`src/hw/rtl/nfsa_pkg.sv`:
```
// Shared constants, request and status codes, and the bitmap command type
// for the next-fit slot allocator. No dependencies.
package nfsa_pkg;

  // Pool geometry
  localparam int POOL_SIZE = 64;
  localparam int IDX_W     = $clog2(POOL_SIZE);
  localparam int CNT_W     = $clog2(POOL_SIZE + 1);

  // Fixed field widths
  localparam int REQ_W  = 2;
  localparam int ID_W   = 10;
  localparam int STAT_W = 2;
  localparam int LIM_W  = 7;

  // Request kinds
  localparam logic [REQ_W-1:0] REQ_ANY   = 2'd0;
  localparam logic [REQ_W-1:0] REQ_NAMED = 2'd1;
  localparam logic [REQ_W-1:0] REQ_FREE  = 2'd2;
  localparam logic [REQ_W-1:0] REQ_BAD   = 2'd3;

  // Result status codes
  localparam logic [STAT_W-1:0] STAT_OK    = 2'd0;
  localparam logic [STAT_W-1:0] STAT_NONE  = 2'd1;
  localparam logic [STAT_W-1:0] STAT_RANGE = 2'd2;
  localparam logic [STAT_W-1:0] STAT_WRONG = 2'd3;

  // Command from the sequencer to the occupancy bitmap: one write, one read
  typedef struct packed {
    logic             wr;
    logic             wdata;
    logic [IDX_W-1:0] widx;
    logic [IDX_W-1:0] ridx;
  } nfsa_bm_cmd_t;

endpackage

```
`src/hw/rtl/nfsa_bitmap.sv`:
```
// Occupancy bitmap of the slot pool: a one-bit memory with one write port
// and one registered read port. Depends on nfsa_pkg.
module nfsa_bitmap
  import nfsa_pkg::*;
(
  input  logic         clk,
  input  logic         rst,
  input  nfsa_bm_cmd_t cmd,
  output logic         rd
);

  logic occ [POOL_SIZE];

  // Update the addressed slot
  always_ff @(posedge clk) begin
    if (cmd.wr) begin
      occ[cmd.widx] <= cmd.wdata;
    end
  end

  // Register the addressed slot for the next cycle
  always_ff @(posedge clk) begin
    if (rst) begin
      rd <= 1'b0;
    end else begin
      rd <= occ[cmd.ridx];
    end
  end

endmodule

```
`src/hw/rtl/next_fit_slot_allocator_core.sv`:
```
// Top level of the next-fit slot allocator: sequencer, scan stepper, counters
// and output register. Depends on nfsa_pkg and nfsa_bitmap.
//
//   channel | signals                                  | handshake
//   --------+------------------------------------------+----------------------
//   in      | req_type, slot_id                        | in_valid / in_ready
//   out     | granted, slot_out, status, free_left     | out_valid / out_ready
//   cfg     | cfg_wdata (slot_limit)                   | cfg_we, no wait
//
// Named allocate, free and unknown requests are decided with no scan.
// Allocate-any steps one slot a cycle from the search pointer, a pace
// set by the single position stepper and bitmap read port.
// Reset or a limit write starts a sweep that clears one slot a cycle over
// all POOL_SIZE (64) slots, with the input held off until it ends.
// A result waiting on out_ready holds the sequencer in its final work cycle.
module next_fit_slot_allocator_core
  import nfsa_pkg::*;
(
  input  logic              clk,
  input  logic              rst,
  input  logic              in_valid,
  output logic              in_ready,
  input  logic [REQ_W-1:0]  req_type,
  input  logic [ID_W-1:0]   slot_id,
  output logic              out_valid,
  input  logic              out_ready,
  output logic              granted,
  output logic [IDX_W-1:0]  slot_out,
  output logic [STAT_W-1:0] status,
  output logic [CNT_W-1:0]  free_left,
  input  logic              cfg_we,
  input  logic [LIM_W-1:0]  cfg_wdata
);

  localparam logic [1:0] S_CLEAR = 2'd0;
  localparam logic [1:0] S_IDLE  = 2'd1;
  localparam logic [1:0] S_WORK  = 2'd2;

  logic [1:0]       state;
  logic [REQ_W-1:0] req_r;
  logic [ID_W-1:0]  id_r;
  logic [CNT_W-1:0] lim;
  logic [CNT_W-1:0] free_count;
  logic [IDX_W-1:0] pos;
  logic [IDX_W-1:0] scan_p;
  logic [CNT_W-1:0] scan_cnt;
  logic [IDX_W-1:0] clr_idx;

  logic             done;
  logic             fin;
  logic             res_ok;
  logic [STAT_W-1:0] res_stat;
  logic [IDX_W-1:0] res_slot;
  logic [CNT_W-1:0] free_count_next;
  logic [IDX_W-1:0] pos_next;
  logic             set_pos;
  logic             bm_rd;
  nfsa_bm_cmd_t     bm_cmd;
  logic [CNT_W-1:0] lim_new;
  logic [IDX_W-1:0] step_in;
  logic [IDX_W-1:0] step_out;
  logic [CNT_W-1:0] step_sum;
  logic             id_in_range;

  // Saturate the written limit into 1..POOL_SIZE
  always_comb begin
    if (cfg_wdata == '0) begin
      lim_new = CNT_W'(1);
    end else if (CNT_W'(cfg_wdata) > CNT_W'(POOL_SIZE)) begin
      lim_new = CNT_W'(POOL_SIZE);
    end else begin
      lim_new = CNT_W'(cfg_wdata);
    end
  end

  assign in_ready    = (state == S_IDLE);
  assign id_in_range = (id_r < ID_W'(lim));

  // Shared position stepper: advance by one, wrapping at the limit
  assign step_in  = (req_r == REQ_ANY) ? scan_p : id_r[IDX_W-1:0];
  assign step_sum = CNT_W'(step_in) + CNT_W'(1);
  assign step_out = (step_sum >= lim) ? '0 : step_sum[IDX_W-1:0];

  // Decide the result of the current work cycle
  always_comb begin
    done            = 1'b1;
    res_ok          = 1'b0;
    res_stat        = STAT_WRONG;
    res_slot        = '0;
    free_count_next = free_count;
    pos_next        = pos;
    set_pos         = 1'b0;
    unique case (req_r)
      REQ_ANY: begin
        if (!bm_rd) begin
          res_ok   = 1'b1;
          res_stat = STAT_OK;
          res_slot = scan_p;
          pos_next = step_out;
          set_pos  = 1'b1;
          if (free_count != '0) free_count_next = free_count - CNT_W'(1);
        end else if (scan_cnt == lim - CNT_W'(1)) begin
          res_stat = STAT_NONE;
        end else begin
          done = 1'b0;
        end
      end
      REQ_NAMED: begin
        if (!id_in_range) begin
          res_stat = STAT_RANGE;
        end else if (!bm_rd) begin
          res_ok   = 1'b1;
          res_stat = STAT_OK;
          res_slot = id_r[IDX_W-1:0];
          pos_next = step_out;
          set_pos  = 1'b1;
          if (free_count != '0) free_count_next = free_count - CNT_W'(1);
        end
      end
      REQ_FREE: begin
        if (!id_in_range) begin
          res_stat = STAT_RANGE;
        end else if (bm_rd) begin
          res_ok   = 1'b1;
          res_stat = STAT_OK;
          res_slot = id_r[IDX_W-1:0];
          if (free_count < lim) free_count_next = free_count + CNT_W'(1);
        end
      end
      default: begin
        res_stat = STAT_WRONG;
      end
    endcase
  end

  assign fin = (state == S_WORK) && done && (!out_valid || out_ready);

  // Drive the bitmap: sweep to zero while clearing, set or release on a granted
  // item; read the slot that the next work cycle looks at
  always_comb begin
    bm_cmd.wr    = (state == S_CLEAR) || (fin && res_ok);
    bm_cmd.wdata = (state == S_CLEAR) ? 1'b0 : (req_r != REQ_FREE);
    bm_cmd.widx  = (state == S_CLEAR) ? clr_idx : step_in;
    if (state == S_IDLE) begin
      bm_cmd.ridx = (req_type == REQ_ANY) ? pos : slot_id[IDX_W-1:0];
    end else if (done) begin
      bm_cmd.ridx = step_in;
    end else begin
      bm_cmd.ridx = step_out;
    end
  end

  nfsa_bitmap u_bitmap (
    .clk (clk),
    .rst (rst),
    .cmd (bm_cmd),
    .rd  (bm_rd)
  );

  // Sequencer, pointer and counters
  always_ff @(posedge clk) begin
    if (rst) begin
      state      <= S_CLEAR;
      clr_idx    <= '0;
      lim        <= CNT_W'(POOL_SIZE);
      free_count <= CNT_W'(POOL_SIZE);
      pos        <= '0;
      scan_p     <= '0;
      scan_cnt   <= '0;
    end else if (cfg_we) begin
      state      <= S_CLEAR;
      clr_idx    <= '0;
      lim        <= lim_new;
      free_count <= lim_new;
      pos        <= '0;
    end else begin
      unique case (state)
        S_CLEAR: begin
          clr_idx <= clr_idx + IDX_W'(1);
          if (clr_idx == IDX_W'(POOL_SIZE - 1)) state <= S_IDLE;
        end
        S_IDLE: begin
          if (in_valid) begin
            state    <= S_WORK;
            scan_p   <= pos;
            scan_cnt <= '0;
          end
        end
        S_WORK: begin
          if (fin) begin
            state      <= S_IDLE;
            free_count <= free_count_next;
            if (set_pos) pos <= pos_next;
          end else if (!done) begin
            scan_p   <= step_out;
            scan_cnt <= scan_cnt + CNT_W'(1);
          end
        end
        default: begin
          state <= S_IDLE;
        end
      endcase
    end
  end

  // Capture the item payload
  always_ff @(posedge clk) begin
    if (in_valid && in_ready) begin
      req_r <= req_type;
      id_r  <= slot_id;
    end
  end

  // Output register: load on finish, drop once taken
  always_ff @(posedge clk) begin
    if (rst) begin
      out_valid <= 1'b0;
    end else if (fin) begin
      out_valid <= 1'b1;
    end else if (out_ready) begin
      out_valid <= 1'b0;
    end
  end

  always_ff @(posedge clk) begin
    if (fin) begin
      granted   <= res_ok;
      slot_out  <= res_slot;
      status    <= res_stat;
      free_left <= free_count_next;
    end
  end

  // Checks
  a_free_le_lim: assert property (@(posedge clk) disable iff (rst)
    free_count <= lim)
    else $error("free count above limit");

  a_pos_in_range: assert property (@(posedge clk) disable iff (rst)
    CNT_W'(pos) < lim)
    else $error("search pointer outside limit");

  a_grant_ok: assert property (@(posedge clk) disable iff (rst)
    out_valid && granted |-> status == STAT_OK)
    else $error("granted item without ok status");

  a_deny_zero: assert property (@(posedge clk) disable iff (rst)
    out_valid && !granted |-> slot_out == '0 && status != STAT_OK)
    else $error("denied item with slot or ok status");

  a_busy_after_accept: assert property (@(posedge clk) disable iff (rst)
    in_valid && in_ready && !cfg_we |=> !in_ready)
    else $error("ready straight after accept");

endmodule
```
`config.mk`:
```
export PLATFORM = sky130hd
export DESIGN_NAME = next_fit_slot_allocator_core
export DESIGN_NICKNAME = d
export VERILOG_FILES = /design/src/hw/rtl/nfsa_pkg.sv /design/src/hw/rtl/nfsa_bitmap.sv /design/src/hw/rtl/next_fit_slot_allocator_core.sv
export SDC_FILE = /design/constraint.sdc
export NUM_CORES = 1
export LEC_CHECK = 0
export BUFFER_PORTS_ARGS = -buffer_cell sky130_fd_sc_hd__buf_4
export CELL_PAD_IN_SITES_DETAIL_PLACEMENT = 0
export CELL_PAD_IN_SITES_GLOBAL_PLACEMENT = 1
export CORE_MARGIN = 2
export CORE_UTILIZATION = 49
export DETAILED_ROUTE_END_ITERATION = 8
export GPL_TIMING_DRIVEN = 0
export PLACE_DENSITY_LB_ADDON = 0.25
export SYNTH_ARGS = -nofsm -noshare
export SYNTH_HDL_FRONTEND = slang
export SYNTH_SLANG_ARGS = --single-unit
```
`constraint.sdc`:
```
create_clock -name clk -period 5.8 [get_ports clk]
set_input_delay 0.58 -clock clk [delete_from_list [all_inputs] [get_ports clk]]
set_output_delay 0.58 -clock clk [all_outputs]
set_load 0.02 [all_outputs]
```
==> impl_metrics.tcl, run 1 <==
set metrics [dict create \
    holdPathStages 1 \
    skew_ps 10.4 \
    timing.final.ws_setup_ps 370 \
    drive_gt1_share_pct 12.8 \
    critPathSlowestCell "edfxtp_1" \
    cts_sinks 135 \
    critPathMostFrequentCell "o21ai_0" \
    clockBufferDepth 2 \
    ys_ff_latch 135 \
    drtIter0Drc 547 \
    grt_pass1_vias 6119 \
    synth-main-ff-cell "edfxtp_1" \
    status "finished, final reports clean" \
    fmax_mhz 184 \
    pwr-share-comb_pct 5.8 \
    place_congestion 0.918 \
    clkPwrFrac_pct 48.4 \
    syn_nets 819 \
    r2r_start "req_r[0]$_DFFE_PP_" \
    critical_path.max_stage_delay_ps 470 \
    ys_seq_area_share_pct 47.9 \
    final_antenna_net_count 0 \
    placedCellCount 997 \
    final-max-slew-violation-count 0 \
    min_from "slot_id[7]" \
    synth_top_cell_area_share_pct 36.5 \
    path_max_fanout 10 \
    slew_headroom_pct 42.6 \
    placed_area_sq_um 8130 \
    wl_per_cell_microns 20.3 \
    initial_utilization_pct 50.0 \
    layout.cells.non_filler 1033 \
    crit_family "compound AO/OA/AOI/OAI gates" \
    diodes 0 \
    ir_worst_vdd_v 0.000226 \
    setup_viol 0 \
    place_ws_ps -293 \
    end_kind "register" \
    drc_errors 0 \
    path_clk_slew_ps 60 \
    yosysTopAreaCell "edfxtp_1" \
    synth.avg_cell_area_sq_um 9.84 \
    dp_hpwl_mm 15.3 \
    rrSetupSlack_ps 370 \
    die_w_microns 128 \
    grt_pass1_wl_mm 33.0 \
    worstPathCellList "clkbuf_1, o21ai_0, and2_1, inv_1, ha_1, o21ai_0, xor2_1, ha_1, a21o_1, a21o_1, a221oi_2, clkbuf_2, o21ai_0, a21oi_4, buf_12, mux4_2, a221oi_1, nor2_1, o41a_1" \
    leakage_nw 3.09 \
    io_buffer_count 39 \
    min_to "id_r[7]$_DFFE_PP_" \
    nNetsFinal 882 \
    ys_async_sr_fraction_pct 0 \
    final.setup.tns_ps 0 \
    worst_pin_slew_ps 858 \
    die_h_microns 128 \
    drv_cap 0 \
    required_ps 6100 \
    fin_crit_sh_pct 93.6 \
    final_common_cell "nor2_1" \
    via_count 6289 \
    synthCells 769 \
    cts_tree "done" \
    grt_antenna_before_repair 0 \
    postCtsHoldBufs 0 \
    grt_usage_pct 26.3 \
    worst_r2r_path_depth 19 \
    netSwitchingFraction_pct 22.4 \
    cp.buffers_inverters 4 \
    synth_cell_types 78 \
    clk_root_buffer_cell "clkbuf_16" \
    routed_via_density 6.09 \
    grt_max_degree 41 \
    cts_inserted_buffers 17 \
    seqPwrFrac_pct 45.8 \
    rows 45 \
    hp-class "input port to register" \
    syn-cell-area_sq_um 7570 \
    htreeDepth 4 \
    worst_ep_arrival_time_ps 5730 \
    postLayoutCellArea_sq_um 8800 \
    grt_overflow 0 \
    ios 42 \
    fin_crit_ps 5430 \
    fin_util_pct 58.1 \
    coreArea_sq_um 15100 \
    dr.pass1.iters 5 \
    synth_edf_count 92 \
    fill_cells 1286 \
    p_sw_uw 505 \
    yosys_warnings 0 \
    area_growth_pct 16.3 \
    p_int_mw 1.75 \
    rsz0062_at_grt "false" \
    mostFrequentLayoutCells "nor2_1, edfxtp_1, nand2_1, buf_4, dfxtp_1" \
    dieArea_sq_um 16500 \
    insertion_delay_ps 420 \
    final_hold_viol_count 0 \
    setup.worst_path.class "register to register" \
    p_per_area_nw_per_um2 257 \
    synth_area_leaders "edfxtp_1, dfxtp_1, nor2_1, ha_1, nand2_1" \
    r2r_end "u_bitmap.rd$_SDFF_PP0_" \
    wl_mm 21.0 \
    critPathLaunchType "register" \
]
==> kinds of logic after synthesis <==
kind of cell / share of synthesized area (%)
and+or+nand+nor: 18.2
AOI/OAI and AO/OA: 18.1
DFF: 47.9
buffers and inverters: 3.24
muxes: 5.56
adders and majority gates: 4.30
xor gates and xnor gates: 2.73
==> registers in the layout, indices dropped and copies added (netlist names) <==
register and count:
free_count 7, id_r 10, granted 1, scan_cnt 7, status 2, slot_out 6, state 2, pos 6
scan_p 6, free_left 7, out_valid 1, clr_idx 6, req_r 2, lim 7, u_bitmap.rd 1, u_bitmap.occ 64
==> per-stage QoR <==
step           power [mW]  hold WS (ps)
2_1_floorplan        1.13           467
6_report             2.26           338
3_3_place_gp         1.18           480
4_1_cts              2.26           328
3_5_place_dp         1.18           486
5_1_grt              2.31           330
==> cell type report <==
class	instances	area (sq um)	area share, %
timing repair buffer	45	383	4.35
inverter	25	93.8	1.07
multi-input combinational	572	3720	42.3
clock inverter	13	155	1.76
buffer	36	150	1.71
clock buffer	19	433	4.92
tap	188	235	2.67
sequential	135	3620	41.2
==> power by group through the flow <==
stage          Clock [mW]  Combinational [mW]  Sequential (mW)
2_1_floorplan           0              0.0841             1.05
3_3_place_gp            0               0.123             1.05
3_5_place_dp            0               0.126             1.05
4_1_cts              1.10               0.129             1.03
5_1_grt              1.14               0.144             1.03
6_report             1.09               0.131             1.03
==> metal layers <==
layer  vias up  wire (microns)  track usage (%)
li1       2974               -                -
met3        39             938             4.92
met4         0             629             10.4
met1      3064            8580             31.4
met2       212           10800             46.7
met5         -               0                0
==> cells in the mapped netlist (15+ instances only) <==
master	n
nor2_1	123
edfxtp_1	92
nand2_1	78
dfxtp_1	43
a21oi_1	33
clkbuf_1	32
o21ai_0	31
mux2i_1	27
ha_1	26
inv_1	24
nand3_1	24
a21o_1	15
==> timing repair <==
item	in CTS	in global routing
hold endpoints to repair	0	0
endpoints found under the setup margin	1	1
buffers inserted	2	3
cloned	0	0
pin swaps	1	0
gates resized for setup	2	2
==> how the worst max path moves through the flow <==
| stage | from | endpoint | cells past startpoint |
|---|---|---|---|
| floorplan | req_r[1]$_DFFE_PP_ | u_bitmap.rd$_SDFF_PP0_ | 19 |
| global placement | req_r[1]$_DFFE_PP_ | u_bitmap.rd$_SDFF_PP0_ | 19 |
| detailed placement | req_r[0]$_DFFE_PP_ | u_bitmap.rd$_SDFF_PP0_ | 19 |
| CTS | req_r[0]$_DFFE_PP_ | u_bitmap.rd$_SDFF_PP0_ | 19 |
| global route | req_r[0]$_DFFE_PP_ | u_bitmap.rd$_SDFF_PP0_ | 19 |
| finish | req_r[0]$_DFFE_PP_ | u_bitmap.rd$_SDFF_PP0_ | 19 |
(Power assumes the default switching activity.)
==> inputs of run 2 (changes only) <==
Settings changed: CORE_ASPECT_RATIO set to 2, SYNTH_HIERARCHICAL set to 1.
==> run 2 against run 1 <==
Net effect:
- critical path depth shrank 2
- maximum frequency shrank 0.78%
- wire length shrank 4.3%
- sequential share of layout area grew 1.3 points
- cell area shrank 3.1%
- largest power group is now registers
==> impl_metrics.tcl, run 2 <==
set metrics [dict create \
    placed_area_sq_um 7990 \
    layout.cells.non_filler 975 \
    final.setup.tns_ps 0 \
    end_kind "register" \
    cp.buffers_inverters 3 \
    fin_crit_sh_pct 94.4 \
    cts_inserted_buffers 17 \
    area_growth_pct 15.2 \
    ir_worst_vdd_v 0.000266 \
    yosysMostFrequentCell "nor2_1" \
    coreArea_sq_um 14800 \
    crit_family "multiplexers" \
    largest_registers "u_bitmap/occ: 64 flops, id_r: 10 flops" \
    synth_cell_types 82 \
    die_w_microns 90.9 \
    die_h_microns 178 \
    placedCellCount 943 \
    status "finished, final reports clean" \
    via_count 5777 \
    drv_cap 0 \
    required_ps 6110 \
    setup_viol 0 \
    largest_reg_flops 64 \
    r2r_end "u_bitmap/rd$_SDFF_PP0_" \
    clockBufferDepth 2 \
    grt_usage_pct 25.6 \
    initial_utilization_pct 50.0 \
    yosys-top-cells-count "nor2_1, edfxtp_1, nand2_1" \
    grt_pass1_vias 6022 \
    leakage_nw 3.15 \
    dieArea_sq_um 16200 \
    path_max_fanout 10 \
    ys_seq_area_share_pct 48.9 \
    final_antenna_net_count 0 \
    rsz0062_at_grt "false" \
    worst_pin_slew_ps 694 \
    critical_path.max_stage_delay_ps 540 \
    grt_antenna_before_repair 0 \
    cts_tree "done" \
    fin_crit_ps 5470 \
    critPathLaunchType "register" \
    rrSetupSlack_ps 330 \
    wl_mm 20.1 \
    ios 42 \
    yosys_warnings 6 \
    syn-cell-area_sq_um 7400 \
    setup.worst_path.class "register to register" \
    htreeDepth 4 \
    p_per_area_nw_per_um2 252 \
    crit_cells 17 \
    worst_r2r_path_depth 17 \
    insertion_delay_ps 420 \
    mostFrequentLayoutCells "nor2_1, edfxtp_1, nand2_1, dfxtp_1, buf_4" \
    path_clk_slew_ps 60 \
    worst_ep_arrival_time_ps 5780 \
    dp_hpwl_mm 15.5 \
    critPathSlowestCell "edfxtp_1" \
    drtIter0Drc 394 \
    nNetsFinal 816 \
    min_from "slot_id[9]" \
    holdPathStages 1 \
    grt_pass1_wl_mm 31.2 \
    wl_per_cell_microns 20.6 \
    worstPathCellList "or2_1, buf_4, mux2i_1, inv_1, ha_1, o21ai_0, xor2_1, ha_1, and4_1, a21oi_2, nand4_1, a32oi_1, clkbuf_2, mux4_2, mux4_2, nand2b_1, a32o_1" \
    timing.final.ws_setup_ps 327 \
    ys_async_sr_fraction_pct 0 \
    grt_overflow 0 \
    regMostFlops "u_bitmap/occ" \
    synth.avg_cell_area_sq_um 10.5 \
    drc_errors 0 \
    io_buffer_count 40 \
    synth_area_leaders "edfxtp_1, dfxtp_1, nor2_1, ha_1, mux4_2" \
    skew_ps 11.1 \
    synth-main-ff-cell "edfxtp_1" \
    hp-class "input port to register" \
    synth_top_cell_area_share_pct 37.3 \
    yosysTopAreaCell "edfxtp_1" \
    diodes 0 \
    final_hold_viol_count 0 \
    ys_ff_latch 135 \
    synth_edf_count 92 \
    dr.pass1.iters 5 \
    clk_root_buffer_cell "clkbuf_16" \
    holdWs_ps 337 \
    postLayoutCellArea_sq_um 8530 \
    synthCells 706 \
    fmax_mhz 183 \
    cts_sinks 135 \
    slew_headroom_pct 53.3 \
    final-max-slew-violation-count 0 \
    drive_gt1_share_pct 15.0 \
    r2r_start "req_r[1]$_DFFE_PP_" \
    syn_nets 755 \
    rows 63 \
    place_congestion 0.928 \
    min_to "id_r[9]$_DFFE_PP_" \
    final_common_cell "nor2_1" \
    place_ws_ps -43.3 \
    grt_max_degree 56 \
    routed_via_density 5.93 \
]
run 2: report_power, final:
group	switching (mW)	internal, mW
Combinational	0.0759	0.0473
Sequential	0.00880	1.02
Clock	0.444	0.545
run 2: kinds of logic (layout without fill, tap and decap cells):
| group | count (synthesis) | after routing | synth area share, % |
|---|---|---|---|
| AND/OR/NAND/NOR | 303 | 303 | 19.5 |
| flip-flops | 135 | 135 | 48.9 |
| AO/OA/AOI/OAI | 130 | 130 | 13.4 |
| buffers and inverters | 52 | 126 | 2.87 |
| multiplexers | 38 | 38 | 8.38 |
| adder cells (fa/ha/maj) | 25 | 25 | 4.23 |
| XOR/XNOR | 23 | 23 | 2.72 |
run 2: through the flow:
| stage | util [%] | total power, mW |
|---|---|---|
| after floorplan | - | 1.13 |
| after global placement | 53.6 | 1.17 |
| after detailed placement | 53.9 | 1.18 |
| after CTS | 57.5 | 2.15 |
| after global routing | 57.5 | 2.20 |
| final | 57.5 | 2.14 |
run 2: worst reg2reg max path, delay by kind of cell, from the launching register on:
family | cells | cell delay [ps]
buffers and inverters | 3 | 610
muxes | 3 | 1260
adders and majority gates | 2 | 610
and+or+nand+nor | 4 | 830
DFF | 1 | 540
AOI/OAI and AO/OA | 4 | 1140
xor gates and xnor gates | 1 | 370
run 2: area by class of cell:
cell class              count  area, sq um
plain buffers              29          128
clock buffers              17          425
clock inverters            15          104
fillers                  1325         6290
inverters                  23         86.3
multi-input cells         519         3580
flip-flops and latches    135         3620
well taps                 195          244
repair buffers             42          335
run 2: routing by layer:
| layer | vias to the layer above | global-route usage (%) | wire [microns] |
|---|---|---|---|
| li1 | 2753 | - | - |
| met1 | 2764 | 22.7 | 6450 |
| met2 | 187 | 52.7 | 11900 |
| met3 | 73 | 3.44 | 572 |
| met4 | 0 | 15.2 | 1170 |
| met5 | - | 0 | 0 |
run 2: worst max-delay path by stage:
stage                       startpoint                endpoint  slack [ps]
detailed placement  req_r[1]$_DFFE_PP_  u_bitmap/rd$_SDFF_PP0_         -40
global placement    req_r[1]$_DFFE_PP_  u_bitmap/rd$_SDFF_PP0_          70
finish              req_r[1]$_DFFE_PP_  u_bitmap/rd$_SDFF_PP0_         330
global route        req_r[1]$_DFFE_PP_  u_bitmap/rd$_SDFF_PP0_          60
floorplan           req_r[1]$_DFFE_PP_  u_bitmap/rd$_SDFF_PP0_        1300
CTS                 req_r[1]$_DFFE_PP_  u_bitmap/rd$_SDFF_PP0_         150
run 2: what timing repair did:
action / 4_1_cts / 5_1_grt
gates cloned: 0 / 0
gates resized for setup: 1 / 2
endpoints found under the setup margin: 1 / 1
setup buffers: 0 / 0
hold buffers: 0 / 0
==> inputs of run 3 (changes only) <==
Settings changed: SYNTH_HIERARCHICAL 1 to not set.
==> run 3 against run 2 <==
Net effect:
- global-route usage is 1.8 points higher
- register-to-register slack is essentially flat
- sequential cell count did not move
- sequential power about the same
- final cell count is 6.8% higher
- sequential share of layout area decreased by 1.2 points
- setup slack worse by 9.2 ps
- cell area is 3.0% higher
- die area up 2.1%
==> impl_metrics.tcl, run 3 (synthesis results as in run 1) <==
set metrics [dict create \
    cts_sinks 135 \
    clockBufferDepth 2 \
    drv_cap 0 \
    regMostFlops "u_bitmap.occ" \
    final_common_cell "nor2_1" \
    grt_pass1_wl_mm 33.9 \
    drive_gt1_share_pct 12.7 \
    nNetsFinal 880 \
    postCtsHoldBufs 0 \
    htreeDepth 4 \
    rows 64 \
    holdPathStages 1 \
    dieArea_sq_um 16500 \
    required_ps 6120 \
    dp_hpwl_mm 17.2 \
    end_kind "register" \
    critPathLaunchType "register" \
    placedCellCount 1007 \
    fmax_mhz 182 \
    setup.worst_path.class "register to register" \
    wl_mm 21.9 \
    diodes 0 \
    status "finished, final reports clean" \
    initial_utilization_pct 49.7 \
    die_h_microns 180 \
    hp-class "input port to register" \
    dr.pass1.iters 5 \
    slew_headroom_pct 9.93 \
    fin_crit_ps 5480 \
    setup_viol 0 \
    path_max_fanout 10 \
    final_antenna_net_count 0 \
    ios 42 \
    insertion_delay_ps 430 \
    coreArea_sq_um 15200 \
    worst_ep_arrival_time_ps 5800 \
    mostFrequentLayoutCells "nor2_1, edfxtp_1, nand2_1, buf_4, dfxtp_1" \
    grt_antenna_before_repair 0 \
    skew_ps 7.95 \
    leakage_nw 3.07 \
    grt_pass1_vias 6451 \
    via_count 6222 \
    cts_inserted_buffers 17 \
    final-max-slew-violation-count 0 \
    layout.cells.non_filler 1041 \
    routed_via_density 5.98 \
    cts_tree "done" \
    grt_max_degree 39 \
    ir_worst_vdd_v 0.000221 \
    area_growth_pct 16.1 \
    grt_overflow 0 \
    fin_crit_sh_pct 94.5 \
    die_w_microns 91.9 \
    worst_r2r_path_depth 19 \
    final.setup.tns_ps 0 \
    largest_reg_flops 64 \
    drtIter0Drc 417 \
    largest_registers "u_bitmap.occ: 64 flops, id_r: 10 flops" \
    p_per_area_nw_per_um2 255 \
    grt_usage_pct 27.4 \
    io_buffer_count 39 \
    path_clk_slew_ps 60 \
    worst_pin_slew_ps 1350 \
    drc_errors 0 \
    place_congestion 0.905 \
    final_hold_viol_count 0 \
    wl_per_cell_microns 21.1 \
    clk_root_buffer_cell "clkbuf_16" \
]
==> run 3: cell type report <==
cell class	count	area (sq um)
timing repair buffer	43	368
multi-input combinational	572	3720
buffer	36	149
tap	198	248
sequential	135	3620
fill	1368	6430
clock inverter	14	151
clock buffer	18	429
inverter	25	93.8
==> run 3: critical path, cell delays in order, from the launching register on <==
cell and delay [ps]:
edfxtp_1 390, clkbuf_1 230, or3b_2 520, and2_1 270, inv_1 130, ha_1 260
o21ai_0 140, xor2_1 240, ha_1 290, a21o_1 180, a21o_1 180, a221oi_2 350
clkbuf_2 280, o21ai_0 290, a21oi_4 260, buf_12 150, mux4_2 360, a221oi_1 310
nor2_1 90, o41a_1 420
==> run 3: path summary, 6_finish.rpt <==
check	startpoint	endpoint	slack [ps]
hold / removal	slot_id[9]	id_r[9]$_DFFE_PP_	320
setup / recovery	req_r[1]$_DFFE_PP_	u_bitmap.rd$_SDFF_PP0_	320
hold reg to reg	pos[0]$_SDFFE_PP0P_	scan_p[0]$_SDFFE_PP0P_	500
setup reg to reg	req_r[1]$_DFFE_PP_	u_bitmap.rd$_SDFF_PP0_	320
==> run 3: stage by stage <==
step	power [mW]	hold slack [ps]	util [%]	setup slack [ps]	cell area, sq um
finish	2.24	325	57.7	318	8780
detailed placement	1.18	491	53.5	-258	8140
CTS	2.25	307	57.5	35.7	8750
global placement	1.18	490	53.3	-208	8110
floorplan	1.13	467	-	875	7570
global route	2.30	313	57.7	-0.639	8780
==> run 3: layer usage <==
layer / GRT usage [%] / routed length, microns / vias to the layer above
met5: 0 / 0 / -
met4: 20.5 / 1680 / 0
met3: 4.40 / 663 / 84
met2: 53.6 / 12600 / 198
met1: 23.6 / 7010 / 2969
li1: - / - / 2971
==> run 3: where the power goes <==
| group | switching [mW] | leakage [nW] | internal [mW] |
|---|---|---|---|
| clock network | 0.440 | 0.271 | 0.635 |
| logic | 0.0783 | 1.67 | 0.0538 |
| registers | 0.00763 | 1.13 | 1.02 |
| total | 0.526 | 3.07 | 1.71 |
==> run 3: what timing repair did <==
action / CTS / global route
buffers inserted: 1 / 2
resized for setup: 2 / 1
endpoints found under the setup margin: 1 / 1
pin swaps: 1 / 0
